===== config.mk =====
export PLATFORM = sky130hd
export DESIGN_NAME = sigma_threshold_touch_detector_flat
export DESIGN_NICKNAME = d
export VERILOG_FILES = /design/src/hdl/stdt_pkg.sv /design/src/hdl/stdt_in_if.sv /design/src/hdl/stdt_out_if.sv /design/src/hdl/stdt_mul.sv /design/src/hdl/sigma_threshold_touch_detector.sv /design/src/flat_wrapper.sv
export SDC_FILE = /design/constraint.sdc
export NUM_CORES = 2
export LEC_CHECK = 0
export CAP_MARGIN = 10
export CORE_MARGIN = 2
export CORE_UTILIZATION = 36
export CTS_CLUSTER_DIAMETER = 150
export DETAILED_ROUTE_END_ITERATION = 12
export DONT_BUFFER_PORTS = 1
export GPL_TIMING_DRIVEN = 0
export PLACE_DENSITY = 0.53
export REMOVE_ABC_BUFFERS = 1
export SYNTH_ARGS = -nofsm -noshare
export SYNTH_HDL_FRONTEND = slang
export SYNTH_SLANG_ARGS = --single-unit

===== constraint.sdc =====
create_clock -name clk -period 10.97 [get_ports clk]
set_input_delay 1.097 -clock clk [delete_from_list [all_inputs] [get_ports clk]]
set_output_delay 1.097 -clock clk [all_outputs]
set_load 0.01 [all_outputs]

===== src/hdl/stdt_pkg.sv =====
// Types and constants of the sigma threshold touch detector.
package stdt_pkg;

  localparam int SMP_W      = 13;   // raw sample width, signed
  localparam int FUNC_W     = 2;
  localparam int COOL_W     = 16;
  localparam int KS_W       = 16;
  localparam int WSZ_W      = 7;
  localparam int CFG_DATA_W = 16;
  localparam int MUL_W      = 32;   // shared multiplier operand width
  localparam int PROD_W     = 2 * MUL_W;
  localparam int LHS_SH     = 16;   // k_sigma has 8 fraction bits, squared
  localparam int FLOOR_SH   = 4;    // sigma floor 4, squared is 16
  localparam int WS_MIN     = 2;
  localparam int WS_DEF     = 64;
  localparam logic [KS_W-1:0] KS_RST = 16'd768;

  typedef enum logic [FUNC_W-1:0] {
    FN_SAMPLE   = 2'd0,
    FN_COOLDOWN = 2'd1,
    FN_CLEAR    = 2'd2,
    FN_NOP      = 2'd3
  } func_t;

  typedef enum logic [0:0] {
    CFG_WINDOW_SIZE = 1'b0,
    CFG_K_SIGMA     = 1'b1
  } cfg_idx_t;

  typedef enum logic [1:0] {
    ST_IDLE,
    ST_CALC,
    ST_FIN
  } state_t;

  // One code per multiplier issue slot; SP_LAST only drains the last product.
  typedef enum logic [3:0] {
    SP_NX, SP_NN, SP_SS, SP_NQLO, SP_NQHI, SP_KK,
    SP_DD, SP_KELO, SP_KEHI, SP_XX, SP_OO, SP_LAST
  } step_t;

endpackage


===== src/hdl/stdt_in_if.sv =====
// Input word channel: valid/ready with func, sample and cooldown count.
interface stdt_in_if import stdt_pkg::*; ();
  logic                     valid;
  logic                     ready;
  logic [FUNC_W-1:0]        func;
  logic signed [SMP_W-1:0]  sample;
  logic [COOL_W-1:0]        cooldown_count;

  modport source (output valid, func, sample, cooldown_count, input ready);
  modport sink   (input valid, func, sample, cooldown_count, output ready);
endinterface


===== src/hdl/stdt_out_if.sv =====
// Result word channel: valid/ready with touch state and edge flags.
interface stdt_out_if;
  logic valid;
  logic ready;
  logic touching;
  logic rose;
  logic fell;

  modport source (output valid, touching, rose, fell, input ready);
  modport sink   (input valid, touching, rose, fell, output ready);
endinterface


===== src/hdl/stdt_mul.sv =====
// Shared unsigned multiplier with registered product.
module stdt_mul import stdt_pkg::*; (
  input  logic              clk,
  input  logic [MUL_W-1:0]  op_a,
  input  logic [MUL_W-1:0]  op_b,
  output logic [PROD_W-1:0] prod_r
);

  always_ff @(posedge clk) begin
    prod_r <= op_a * op_b;
  end

endmodule


===== src/hdl/sigma_threshold_touch_detector.sv =====
// Top level: adaptive mean plus k-sigma touch detector over an idle baseline window.
//
// Each input word carries a func code. A sample word (func 0) is tested against
// the mean and population sigma of up to window_size earlier idle samples: it
// counts as touching when the window is not empty and sample - mean exceeds
// (k_sigma/256) * max(sigma, 4). The test is exact, done on squared integers
// (D = n*x - S, V = n*Q - S*S, touch when D > 0 and 65536*D*D > k^2*max(V,16n^2)).
// Non-touching samples enter the ring, evicting the oldest once full. Rising and
// falling edges are reported unless a cooldown is running. Func 1 loads a new
// cooldown count, func 2 empties the window, func 3 does nothing; each word
// gives exactly one result word. A sample word passes from the accept state
// through the twelve sequencer steps to the finish state; other words go
// straight from accept to finish. The steps exist because one registered 32x32
// multiplier forms the eleven products of the test and the window update
// one after another. The block takes one word at a time; a finished result
// sits in the output register, so the next word is accepted while it waits.
// Config writes (window_size clamped to [2, MAX_WINDOW] and clearing the
// window; k_sigma) must be issued only while the block is idle.
module sigma_threshold_touch_detector import stdt_pkg::*; #(
  parameter int MAX_WINDOW = 64
) (
  input  logic                  clk,
  input  logic                  rst_n,
  stdt_in_if.sink               in_chan,
  stdt_out_if.source            out_chan,
  input  logic                  cfg_we,
  input  cfg_idx_t              cfg_index,
  input  logic [CFG_DATA_W-1:0] cfg_data
);

  localparam int LW       = $clog2(MAX_WINDOW);      // ring index bits
  localparam int CNT_W    = $clog2(MAX_WINDOW + 1);  // holds MAX_WINDOW itself
  localparam int SUM_W    = SMP_W + LW;              // signed window sum
  localparam int SQ1_W    = 2 * SMP_W - 1;           // one squared sample
  localparam int SQ_W     = SQ1_W + LW;              // window sum of squares
  localparam int D_W      = SUM_W + 1;               // n*x - S, signed
  localparam int E_W      = SQ_W + LW;               // variance term, unsigned
  localparam int V_W      = E_W + 1;                 // variance term, signed
  localparam int CMP_W    = MUL_W + E_W;             // both sides of the test
  localparam int WS_CMP_W = (CNT_W > WSZ_W) ? CNT_W : WSZ_W;
  localparam int WS_RST   = (MAX_WINDOW < WS_DEF) ? MAX_WINDOW : WS_DEF;

  // ---------------------------------------------------------------------------
  // Sequencer state
  // ---------------------------------------------------------------------------
  state_t state_r, state_nxt;
  step_t  step_r, step_nxt;
  logic   in_ready, in_acc, calc_en, fin_go, slot_free;

  // Latched input word
  func_t                   func_r;
  logic signed [SMP_W-1:0] x_r;
  logic [COOL_W-1:0]       cool_in_r;

  // Baseline ring and its statistics
  logic signed [SMP_W-1:0] ring [MAX_WINDOW];
  logic signed [SMP_W-1:0] old_r;
  logic                    ring_we;
  logic [LW-1:0]           pos_r, pos_nxt;
  logic [CNT_W-1:0]        fill_r, fill_nxt;
  logic signed [SUM_W-1:0] sum_r, sum_nxt;
  logic [SQ_W-1:0]         sq_r, sq_nxt;
  logic                    touch_r, touch_nxt;
  logic [COOL_W-1:0]       cool_r, cool_nxt;
  logic [CNT_W-1:0]        ws_r, ws_nxt;
  logic [KS_W-1:0]         ks_r, ks_nxt;

  // Datapath registers of the threshold test
  logic signed [D_W-1:0]   d_r;
  logic [E_W-1:0]          f_r, e_r;
  logic signed [V_W-1:0]   v_r;
  logic [MUL_W-1:0]        k2_r;
  logic [CMP_W-1:0]        lhs_r, rhs_r;
  logic [SQ1_W-1:0]        xsq_r, osq_r;
  logic                    now_r;

  // Output register
  logic out_valid_r, out_valid_nxt;
  logic touching_r, rose_r, fell_r;
  logic rose_nxt, fell_nxt;

  // Shared multiplier
  logic [MUL_W-1:0]  mul_a, mul_b;
  logic [PROD_W-1:0] mul_p;

  stdt_mul u_mul (
    .clk    (clk),
    .op_a   (mul_a),
    .op_b   (mul_b),
    .prod_r (mul_p)
  );

  // ---------------------------------------------------------------------------
  // Magnitudes and operand slices
  // ---------------------------------------------------------------------------
  logic [SMP_W-1:0]        x_mag, o_mag;
  logic [SUM_W-1:0]        s_mag;
  logic [D_W-1:0]          d_mag, nx_mag;
  logic signed [D_W-1:0]   nx_s, d_calc;
  logic [PROD_W-1:0]       q64, e64;
  logic [E_W-1:0]          v_pos, e_calc;

  assign x_mag = x_r[SMP_W-1]   ? SMP_W'(-x_r)   : SMP_W'(x_r);
  assign o_mag = old_r[SMP_W-1] ? SMP_W'(-old_r) : SMP_W'(old_r);
  assign s_mag = sum_r[SUM_W-1] ? SUM_W'(-sum_r) : SUM_W'(sum_r);
  assign d_mag = d_r[D_W-1]     ? D_W'(-d_r)     : D_W'(d_r);
  assign q64   = PROD_W'(sq_r);
  assign e64   = PROD_W'(e_r);

  // n*x from the magnitude product, then D = n*x - S
  assign nx_mag = D_W'(mul_p);
  assign nx_s   = x_r[SMP_W-1] ? -$signed(nx_mag) : $signed(nx_mag);
  assign d_calc = nx_s - D_W'(sum_r);

  // Variance term clamped at zero, then floored at 16*n*n
  assign v_pos  = v_r[V_W-1] ? '0 : E_W'(v_r);
  assign e_calc = (v_pos < f_r) ? f_r : v_pos;

  always_comb begin
    case (step_r)
      SP_NX:   begin mul_a = MUL_W'(fill_r); mul_b = MUL_W'(x_mag);  end
      SP_NN:   begin mul_a = MUL_W'(fill_r); mul_b = MUL_W'(fill_r); end
      SP_SS:   begin mul_a = MUL_W'(s_mag);  mul_b = MUL_W'(s_mag);  end
      SP_NQLO: begin mul_a = MUL_W'(fill_r); mul_b = q64[MUL_W-1:0]; end
      SP_NQHI: begin mul_a = MUL_W'(fill_r); mul_b = q64[PROD_W-1:MUL_W]; end
      SP_KK:   begin mul_a = MUL_W'(ks_r);   mul_b = MUL_W'(ks_r);   end
      SP_DD:   begin mul_a = MUL_W'(d_mag);  mul_b = MUL_W'(d_mag);  end
      SP_KELO: begin mul_a = k2_r;           mul_b = e64[MUL_W-1:0]; end
      SP_KEHI: begin mul_a = k2_r;           mul_b = e64[PROD_W-1:MUL_W]; end
      SP_XX:   begin mul_a = MUL_W'(x_mag);  mul_b = MUL_W'(x_mag);  end
      SP_OO:   begin mul_a = MUL_W'(o_mag);  mul_b = MUL_W'(o_mag);  end
      default: begin mul_a = '0;             mul_b = '0;             end
    endcase
  end

  // ---------------------------------------------------------------------------
  // Sequencer: next state and control outputs
  // ---------------------------------------------------------------------------
  assign slot_free = !out_valid_r || out_chan.ready;

  always_comb begin
    state_nxt = state_r;
    step_nxt  = step_r;
    case (state_r)
      ST_IDLE: begin
        if (in_acc) begin
          step_nxt  = SP_NX;
          state_nxt = (func_t'(in_chan.func) == FN_SAMPLE) ? ST_CALC : ST_FIN;
        end
      end
      ST_CALC: begin
        if (step_r == SP_LAST) begin
          state_nxt = ST_FIN;
        end else begin
          step_nxt = step_t'(step_r + 4'd1);
        end
      end
      ST_FIN: begin
        if (slot_free) begin
          state_nxt = ST_IDLE;
        end
      end
      default: state_nxt = ST_IDLE;
    endcase
  end

  always_comb begin
    in_ready = (state_r == ST_IDLE);
    in_acc   = in_ready && in_chan.valid;
    calc_en  = (state_r == ST_CALC);
    fin_go   = (state_r == ST_FIN) && slot_free;
  end

  // ---------------------------------------------------------------------------
  // Window, flag and config updates
  // ---------------------------------------------------------------------------
  logic [CNT_W-1:0]    pos_inc;
  logic                ring_full;
  logic [WS_CMP_W-1:0] ws_req;

  assign pos_inc   = CNT_W'(pos_r) + CNT_W'(1);
  assign ring_full = (fill_r >= ws_r);
  assign ws_req    = WS_CMP_W'(cfg_data[WSZ_W-1:0]);

  always_comb begin
    pos_nxt   = pos_r;
    fill_nxt  = fill_r;
    sum_nxt   = sum_r;
    sq_nxt    = sq_r;
    touch_nxt = touch_r;
    cool_nxt  = cool_r;
    ws_nxt    = ws_r;
    ks_nxt    = ks_r;
    rose_nxt  = 1'b0;
    fell_nxt  = 1'b0;
    ring_we   = 1'b0;

    if (fin_go) begin
      case (func_r)
        FN_SAMPLE: begin
          touch_nxt = now_r;
          rose_nxt  = !touch_r && now_r;
          fell_nxt  = touch_r && !now_r;
          if (cool_r != '0) begin
            rose_nxt = 1'b0;
            fell_nxt = 1'b0;
            cool_nxt = cool_r - COOL_W'(1);
          end
          if (!now_r) begin
            ring_we = 1'b1;
            if (ring_full) begin
              sum_nxt = sum_r - SUM_W'(old_r) + SUM_W'(x_r);
              sq_nxt  = sq_r - SQ_W'(osq_r) + SQ_W'(xsq_r);
            end else begin
              fill_nxt = fill_r + CNT_W'(1);
              sum_nxt  = sum_r + SUM_W'(x_r);
              sq_nxt   = sq_r + SQ_W'(xsq_r);
            end
            pos_nxt = (pos_inc >= ws_r) ? '0 : LW'(pos_inc);
          end
        end
        FN_COOLDOWN: cool_nxt = cool_in_r;
        FN_CLEAR: begin
          pos_nxt  = '0;
          fill_nxt = '0;
          sum_nxt  = '0;
          sq_nxt   = '0;
        end
        default: ;
      endcase
    end

    // The user must issue config only while idle, so it never meets a finish cycle; the block does not enforce this
    if (cfg_we) begin
      case (cfg_index)
        CFG_WINDOW_SIZE: begin
          if (ws_req < WS_CMP_W'(WS_MIN)) begin
            ws_nxt = CNT_W'(WS_MIN);
          end else if (ws_req > WS_CMP_W'(MAX_WINDOW)) begin
            ws_nxt = CNT_W'(MAX_WINDOW);
          end else begin
            ws_nxt = CNT_W'(ws_req);
          end
          pos_nxt  = '0;
          fill_nxt = '0;
          sum_nxt  = '0;
          sq_nxt   = '0;
        end
        CFG_K_SIGMA: ks_nxt = cfg_data[KS_W-1:0];
        default: ;
      endcase
    end
  end

  always_comb begin
    out_valid_nxt = out_valid_r;
    if (out_valid_r && out_chan.ready) begin
      out_valid_nxt = 1'b0;
    end
    if (fin_go) begin
      out_valid_nxt = 1'b1;
    end
  end

  // ---------------------------------------------------------------------------
  // Control registers
  // ---------------------------------------------------------------------------
  always_ff @(posedge clk) begin
    if (!rst_n) begin
      state_r     <= ST_IDLE;
      step_r      <= SP_NX;
      out_valid_r <= 1'b0;
      pos_r       <= '0;
      fill_r      <= '0;
      sum_r       <= '0;
      sq_r        <= '0;
      touch_r     <= 1'b0;
      cool_r      <= '0;
      ws_r        <= CNT_W'(WS_RST);
      ks_r        <= KS_RST;
    end else begin
      state_r     <= state_nxt;
      step_r      <= step_nxt;
      out_valid_r <= out_valid_nxt;
      pos_r       <= pos_nxt;
      fill_r      <= fill_nxt;
      sum_r       <= sum_nxt;
      sq_r        <= sq_nxt;
      touch_r     <= touch_nxt;
      cool_r      <= cool_nxt;
      ws_r        <= ws_nxt;
      ks_r        <= ks_nxt;
    end
  end

  // ---------------------------------------------------------------------------
  // Payload registers
  // ---------------------------------------------------------------------------
  always_ff @(posedge clk) begin
    if (in_acc) begin
      func_r    <= func_t'(in_chan.func);
      x_r       <= in_chan.sample;
      cool_in_r <= in_chan.cooldown_count;
    end
    if (fin_go) begin
      touching_r <= touch_nxt;
      rose_r     <= rose_nxt;
      fell_r     <= fell_nxt;
    end
  end

  // Each step takes the product issued on the step before
  always_ff @(posedge clk) begin
    if (calc_en) begin
      case (step_r)
        SP_NN:   d_r <= d_calc;
        SP_SS:   f_r <= E_W'(mul_p) << FLOOR_SH;
        SP_NQLO: v_r <= -$signed(V_W'(mul_p));
        SP_NQHI: v_r <= v_r + $signed(V_W'(mul_p));
        SP_KK:   v_r <= v_r + $signed(V_W'(mul_p) << MUL_W);
        SP_DD: begin
          k2_r <= mul_p[MUL_W-1:0];
          e_r  <= e_calc;
        end
        SP_KELO: lhs_r <= CMP_W'(mul_p) << LHS_SH;
        SP_KEHI: rhs_r <= CMP_W'(mul_p);
        SP_XX:   rhs_r <= rhs_r + (CMP_W'(mul_p) << MUL_W);
        SP_OO: begin
          xsq_r <= mul_p[SQ1_W-1:0];
          now_r <= (fill_r != '0) && !d_r[D_W-1] && (d_r != '0) && (lhs_r > rhs_r);
        end
        SP_LAST: osq_r <= mul_p[SQ1_W-1:0];
        default: ;
      endcase
    end
  end

  // Ring memory: one write port, registered read of the slot about to be replaced
  always_ff @(posedge clk) begin
    if (ring_we) begin
      ring[pos_r] <= x_r;
    end
    old_r <= ring[pos_r];
  end

  // ---------------------------------------------------------------------------
  // Ports
  // ---------------------------------------------------------------------------
  assign in_chan.ready     = in_ready;
  assign out_chan.valid    = out_valid_r;
  assign out_chan.touching = touching_r;
  assign out_chan.rose     = rose_r;
  assign out_chan.fell     = fell_r;

endmodule


===== src/flat_wrapper.sv =====
// flat-port wrapper written by rule: the top's interface ports become plain ports
module sigma_threshold_touch_detector_flat import stdt_pkg::*;
#(
  parameter int MAX_WINDOW = 64
)
  (clk, rst_n, cfg_we, cfg_index, cfg_data, in_chan_valid, in_chan_func, in_chan_sample, in_chan_cooldown_count, in_chan_ready, out_chan_valid, out_chan_touching, out_chan_rose, out_chan_fell, out_chan_ready);
  stdt_in_if in_chan_i ();
  stdt_out_if out_chan_i ();
  input  logic clk;
  input  logic rst_n;
  input  logic cfg_we;
  input  cfg_idx_t cfg_index;
  input  logic [CFG_DATA_W-1:0] cfg_data;
  input wire logic [$bits(in_chan_i.valid)-1:0] in_chan_valid;
  input wire logic [$bits(in_chan_i.func)-1:0] in_chan_func;
  input wire logic [$bits(in_chan_i.sample)-1:0] in_chan_sample;
  input wire logic [$bits(in_chan_i.cooldown_count)-1:0] in_chan_cooldown_count;
  output wire logic [$bits(in_chan_i.ready)-1:0] in_chan_ready;
  output wire logic [$bits(out_chan_i.valid)-1:0] out_chan_valid;
  output wire logic [$bits(out_chan_i.touching)-1:0] out_chan_touching;
  output wire logic [$bits(out_chan_i.rose)-1:0] out_chan_rose;
  output wire logic [$bits(out_chan_i.fell)-1:0] out_chan_fell;
  input wire logic [$bits(out_chan_i.ready)-1:0] out_chan_ready;
  assign in_chan_i.valid = in_chan_valid;
  assign in_chan_i.func = in_chan_func;
  assign in_chan_i.sample = in_chan_sample;
  assign in_chan_i.cooldown_count = in_chan_cooldown_count;
  assign in_chan_ready = in_chan_i.ready;
  assign out_chan_valid = out_chan_i.valid;
  assign out_chan_touching = out_chan_i.touching;
  assign out_chan_rose = out_chan_i.rose;
  assign out_chan_fell = out_chan_i.fell;
  assign out_chan_i.ready = out_chan_ready;
  sigma_threshold_touch_detector #(.MAX_WINDOW(MAX_WINDOW)) u_core (.clk(clk), .rst_n(rst_n), .in_chan(in_chan_i), .out_chan(out_chan_i), .cfg_we(cfg_we), .cfg_index(cfg_index), .cfg_data(cfg_data));
endmodule

==> impl_summary.txt <==
----------------------------------------------------
[Floorplan]
  Die area ... 276000 µm²
  Total core area ... 271000 µm²
  Row Count ... 191
  I/O pin cnt ... 58
  DIE HEIGHT ... 525 µm
  Die boundary width ... 525 µm
  Starting density of the core ... 36.1%

[Global routing]
  GR Overflow Total ... 0
  Vias in the first global route ... 71.2k
  Antenna violations before repair ... 8
  First-pass GRT wire length ... 467000 µm
  Global routing usage summed across all routing layers ... 22.5%
  Largest net degree at the start of global routing ... 92

[Detailed routing]
  Routed length per instance ... 25.0 µm
  Avg Vias per Cell ... 5.51
  Residual DRC count ... 0
  Number of DRC violations after detailed-routing iteration 0 ... 6173
  Number of antenna-violating nets in the routed design ... 0
  Total detailed-routing wirelength ... 317000 µm
  Detailed-route via count ... 70.1k
  Router iterations before antenna repair ... 6

[Power and ir drop]
  Peak ir drop on the vdd network ... 0.163 mV
  Fraction of power consumed by the clock network ... 44.7%
  Logic pwr share ... 6.2%
  Share of total power in sequential cells ... 49.1%
  Proportion of total power due to net switching ... 23.9%
  Leakage ... 45.4 nW
  Internal Power ... 8.97 mW
  Switching power of the nets ... 2.81 mW
  Power density over the cells ... 106 nW/µm²

[STA]
  Max-slew violations ... 0
  Max Clock Skew ... 97.2 ps
  Slew Limit Headroom ... 6.78%
  Worst Max-Slew Pin Slew ... 1390 ps
  Ratio of final minimum period to clock period ... 97.3%
  Minimum setup slack in the final design ... 295 ps
  Final critical delay including setup and external delays ... 10670 ps
  Hold violation total from the final report ... 0
  Count of final setup violators ... 0
  Setup repair after global routing missed its margin ... false
  F_max ... 0.0937 GHz

[Worst hold path]
  Min-Delay Path Class ... in2reg

[Synthesis]
  Synth Flop Type ... sky130_fd_sc_hd__edfxtp_1
  Number of warning messages in the yosys log ... 0
  Area share of xor/xnor cells in the synthesized design ... 3.01%
  Average footprint of a synthesized cell ... 10.8 µm²
  Post-synthesis mux area share ... 0.507%
  Sequential cell area fraction in the yosys report ... 40.7%
  Gate count of the mapped netlist ... 9028
  Combinational family with the most area after synthesis ... adder cells
  Area of the mapped netlist ... 97700 µm²
  Area fraction in and, or, nand and nor cells after synthesis ... 10.6%
  Number of distinct standard cells referenced by the synthesized netlist ... 85
  Seq cells post-synth ... 1386
  Post-synth EDFFs ... 1199
  Adder-cell share of the synthesized area ... 26.6%
  Synthesized-area fraction occupied by ao, oa, aoi and oai cells ... 12.0%
  Post-synthesis async set-or-reset flop share ... 0%

[CTS]
  CTS hold repair buffers ... 0
  Largest buffer count on any clock path ... 3
  Number of sinks driven by the clock tree ... 1386
  Root buffer selected by CTS ... sky130_fd_sc_hd__clkbuf_16
  CTS tree ... built
  Clock latency at the later pin of the worst-skew pair ... 860 ps
  Num CTS Buffers ... 151
  Htree depth ... 4
  Clock transition at the registers of the reported paths ... 70 ps

[Placement]
  Pre-CTS setup slack ... -1950 ps
  Routability cong. ... 0.930
  Half-perimeter wire length after placement ... 239000 µm
  Number of port buffers ... 0
  Cell area reported after detailed placement ... 105000 µm²

[Critical path]
  Sort of element at the start of the critical path ... flop
  Data required time of the critical path ... 11660 ps
  Critical path peak fanout ... 12
  Worst Setup Path Type ... reg2reg
  CP arrival ... 11360 ps
  CP endpoint kind ... flop
  Slowest cell on the critical path ... sky130_fd_sc_hd__edfxtp_1
  CP most frequent cell ... sky130_fd_sc_hd__fa_1
  Setup slack of the most critical reg-to-reg path ... 300 ps
  Largest stage delay, worst path ... 850 ps

[Final layout]
  Final std cell area, no fill ... 111000 µm²
  Final nets ... 10.6k
  Synth-to-Final Area Change ... 13.4%
  Fraction of final layout cells with drive strength greater than 1 ... 8.33%

[Status]
  Result of the run ... completed

[Run]
  Max-cap check violation count ... 0

----------------------------------------------------
==> flip-flops by register name (all words and copies together), names as in the netlist, 31 cells and up <==
| register | count |
|---|---|
| u_core.ring | 832 |
| u_core.rhs_r | 69 |
| u_core.u_mul.prod_r | 64 |
| u_core.lhs_r | 53 |
| u_core.v_r | 38 |
| u_core.e_r | 37 |
| u_core.f_r | 33 |
| u_core.k2_r | 32 |
| u_core.sq_r | 31 |
==> worst max-delay path: cells and delay by family (launching register included) <==
kind / cells / cell delay, ps
AOI/OAI and AO/OA: 9 / 2010
buffers and inverters: 8 / 1030
xor gates and xnor gates: 2 / 900
adders and majority gates: 9 / 4570
and+or+nand+nor: 5 / 1090
DFF: 1 / 850
==> placed cells by master (no fill, tap or decap), types with 27 or more instances in the layout <==
master and n:
sky130_fd_sc_hd__xnor2_1 202, sky130_fd_sc_hd__nor2b_1 82, sky130_fd_sc_hd__buf_16 55, sky130_fd_sc_hd__and2_1 75, sky130_fd_sc_hd__o31ai_1 29, sky130_fd_sc_hd__clkbuf_16 152
sky130_fd_sc_hd__inv_1 1285, sky130_fd_sc_hd__and3_1 28, sky130_fd_sc_hd__nor3_1 64, sky130_fd_sc_hd__edfxtp_1 1199, sky130_fd_sc_hd__nor2_2 49, sky130_fd_sc_hd__o22ai_1 38
sky130_fd_sc_hd__a21o_1 169, sky130_fd_sc_hd__o21ai_0 232, sky130_fd_sc_hd__a21oi_1 316, sky130_fd_sc_hd__nor2_1 757, sky130_fd_sc_hd__a22o_1 97, sky130_fd_sc_hd__buf_8 53
sky130_fd_sc_hd__ha_1 567, sky130_fd_sc_hd__a31oi_1 117, sky130_fd_sc_hd__dfxtp_1 181, sky130_fd_sc_hd__nand2_1 839, sky130_fd_sc_hd__o21a_1 28, sky130_fd_sc_hd__buf_4 47
sky130_fd_sc_hd__xor2_1 131, sky130_fd_sc_hd__a221oi_1 104, sky130_fd_sc_hd__buf_6 68, sky130_fd_sc_hd__mux2_2 36, sky130_fd_sc_hd__nor4_1 27, sky130_fd_sc_hd__fa_1 945
sky130_fd_sc_hd__nand2b_1 61, sky130_fd_sc_hd__clkinv_2 28, sky130_fd_sc_hd__a22oi_1 287, sky130_fd_sc_hd__o211ai_1 33, sky130_fd_sc_hd__nand4_1 76, sky130_fd_sc_hd__clkbuf_1 38
sky130_fd_sc_hd__o21bai_1 38, sky130_fd_sc_hd__nand3_1 100, sky130_fd_sc_hd__or3_1 35
==> kinds of logic (layout without fill, tap and decap cells) <==
kind of cell | Yosys count | after routing
AOI/OAI and AO/OA | 1713 | 1717
xor gates and xnor gates | 336 | 336
adders and majority gates | 1514 | 1514
buffers and inverters | 1710 | 1814
DFF | 1386 | 1386
muxes | 45 | 45
other | 0 | 6
and+or+nand+nor | 2324 | 2325
==> power by group through the flow <==
stage	Sequential (mW)	Combinational [mW]	Clock (mW)
2_1_floorplan	5.91	0.354	0
3_3_place_gp	5.97	0.525	0
3_5_place_dp	5.91	0.665	0
4_1_cts	5.78	0.697	5.36
5_1_grt	5.78	0.777	5.55
6_report	5.78	0.731	5.27
==> per-layer routing <==
| metal | vias to the layer above | GRT usage, % | share of wire, % |
|---|---|---|---|
| met1 | 35900 | 29.9 | 42 |
| li1 | 30900 | - | - |
| met5 | - | 0 | 0 |
| met2 | 2650 | 37.4 | 47 |
| met4 | 0 | 8.74 | 4.4 |
| met3 | 558 | 2.80 | 6.4 |
==> through the flow <==
| stage | hold slack (ps) | power, mW | util (%) | cells | setup TNS (ps) |
|---|---|---|---|---|---|
| after detailed placement | 430 | 6.57 | 38.6 | 12400 | -40660 |
| after global placement | 440 | 6.50 | 37.2 | 12200 | -5584730 |
| after global routing | 287 | 12.1 | 40.9 | 12700 | 0 |
| final | 332 | 11.8 | 41.0 | 12700 | 0 |
| after floorplan | 408 | 6.27 | - | 8605 | 0 |
| after CTS | 267 | 11.8 | 40.7 | 12700 | 0 |
==> area by class of cell <==
cell class              count  area [µm²]
well taps                3570        4470
multi-input cells        5937       52700
clock inverters            81        1100
flip-flops and latches   1386       39800
clock buffers             199        4070
fillers                 25700      160000
inverters                1287        4830
diodes                      6        15.0
repair buffers            247        3880
==> cells in the mapped netlist (all sizes together), types with 131 or more instances <==
| cell type | n | area [µm²] |
|---|---|---|
| xnor2 | 205 | 1800 |
| ha | 569 | 7120 |
| a21o | 177 | 1330 |
| dfxtp | 187 | 3740 |
| nor2 | 813 | 3050 |
| fa | 945 | 18900 |
| o21ai | 239 | 1200 |
| a21oi | 325 | 1630 |
| clkbuf | 378 | 1420 |
| edfxtp | 1199 | 36000 |
| nand2 | 848 | 3190 |
| inv | 1287 | 4830 |
| xor2 | 131 | 1150 |
| a22oi | 295 | 2210 |
==> path summary, 6_finish.rpt <==
check,from,to,cells after the start
worst max-delay path,u_core.x_r[6],u_core.u_mul.prod_r[62],33
worst min-delay path,in_chan_sample[8],u_core.x_r[8],0
worst max register to register,u_core.x_r[6],u_core.u_mul.prod_r[62],33
worst min register to register,u_core.u_mul.prod_r[40],u_core.lhs_r[56],0
==> timing repair <==
| item | CTS | global route |
|---|---|---|
| setup endpoints to repair | 39 | 14 |
| pin swaps | 2 | 3 |
| buffers inserted | 23 | 13 |
| cloned | 0 | 5 |
| resized for setup | 68 | 50 |
Power figures use the tool's default switching activity.
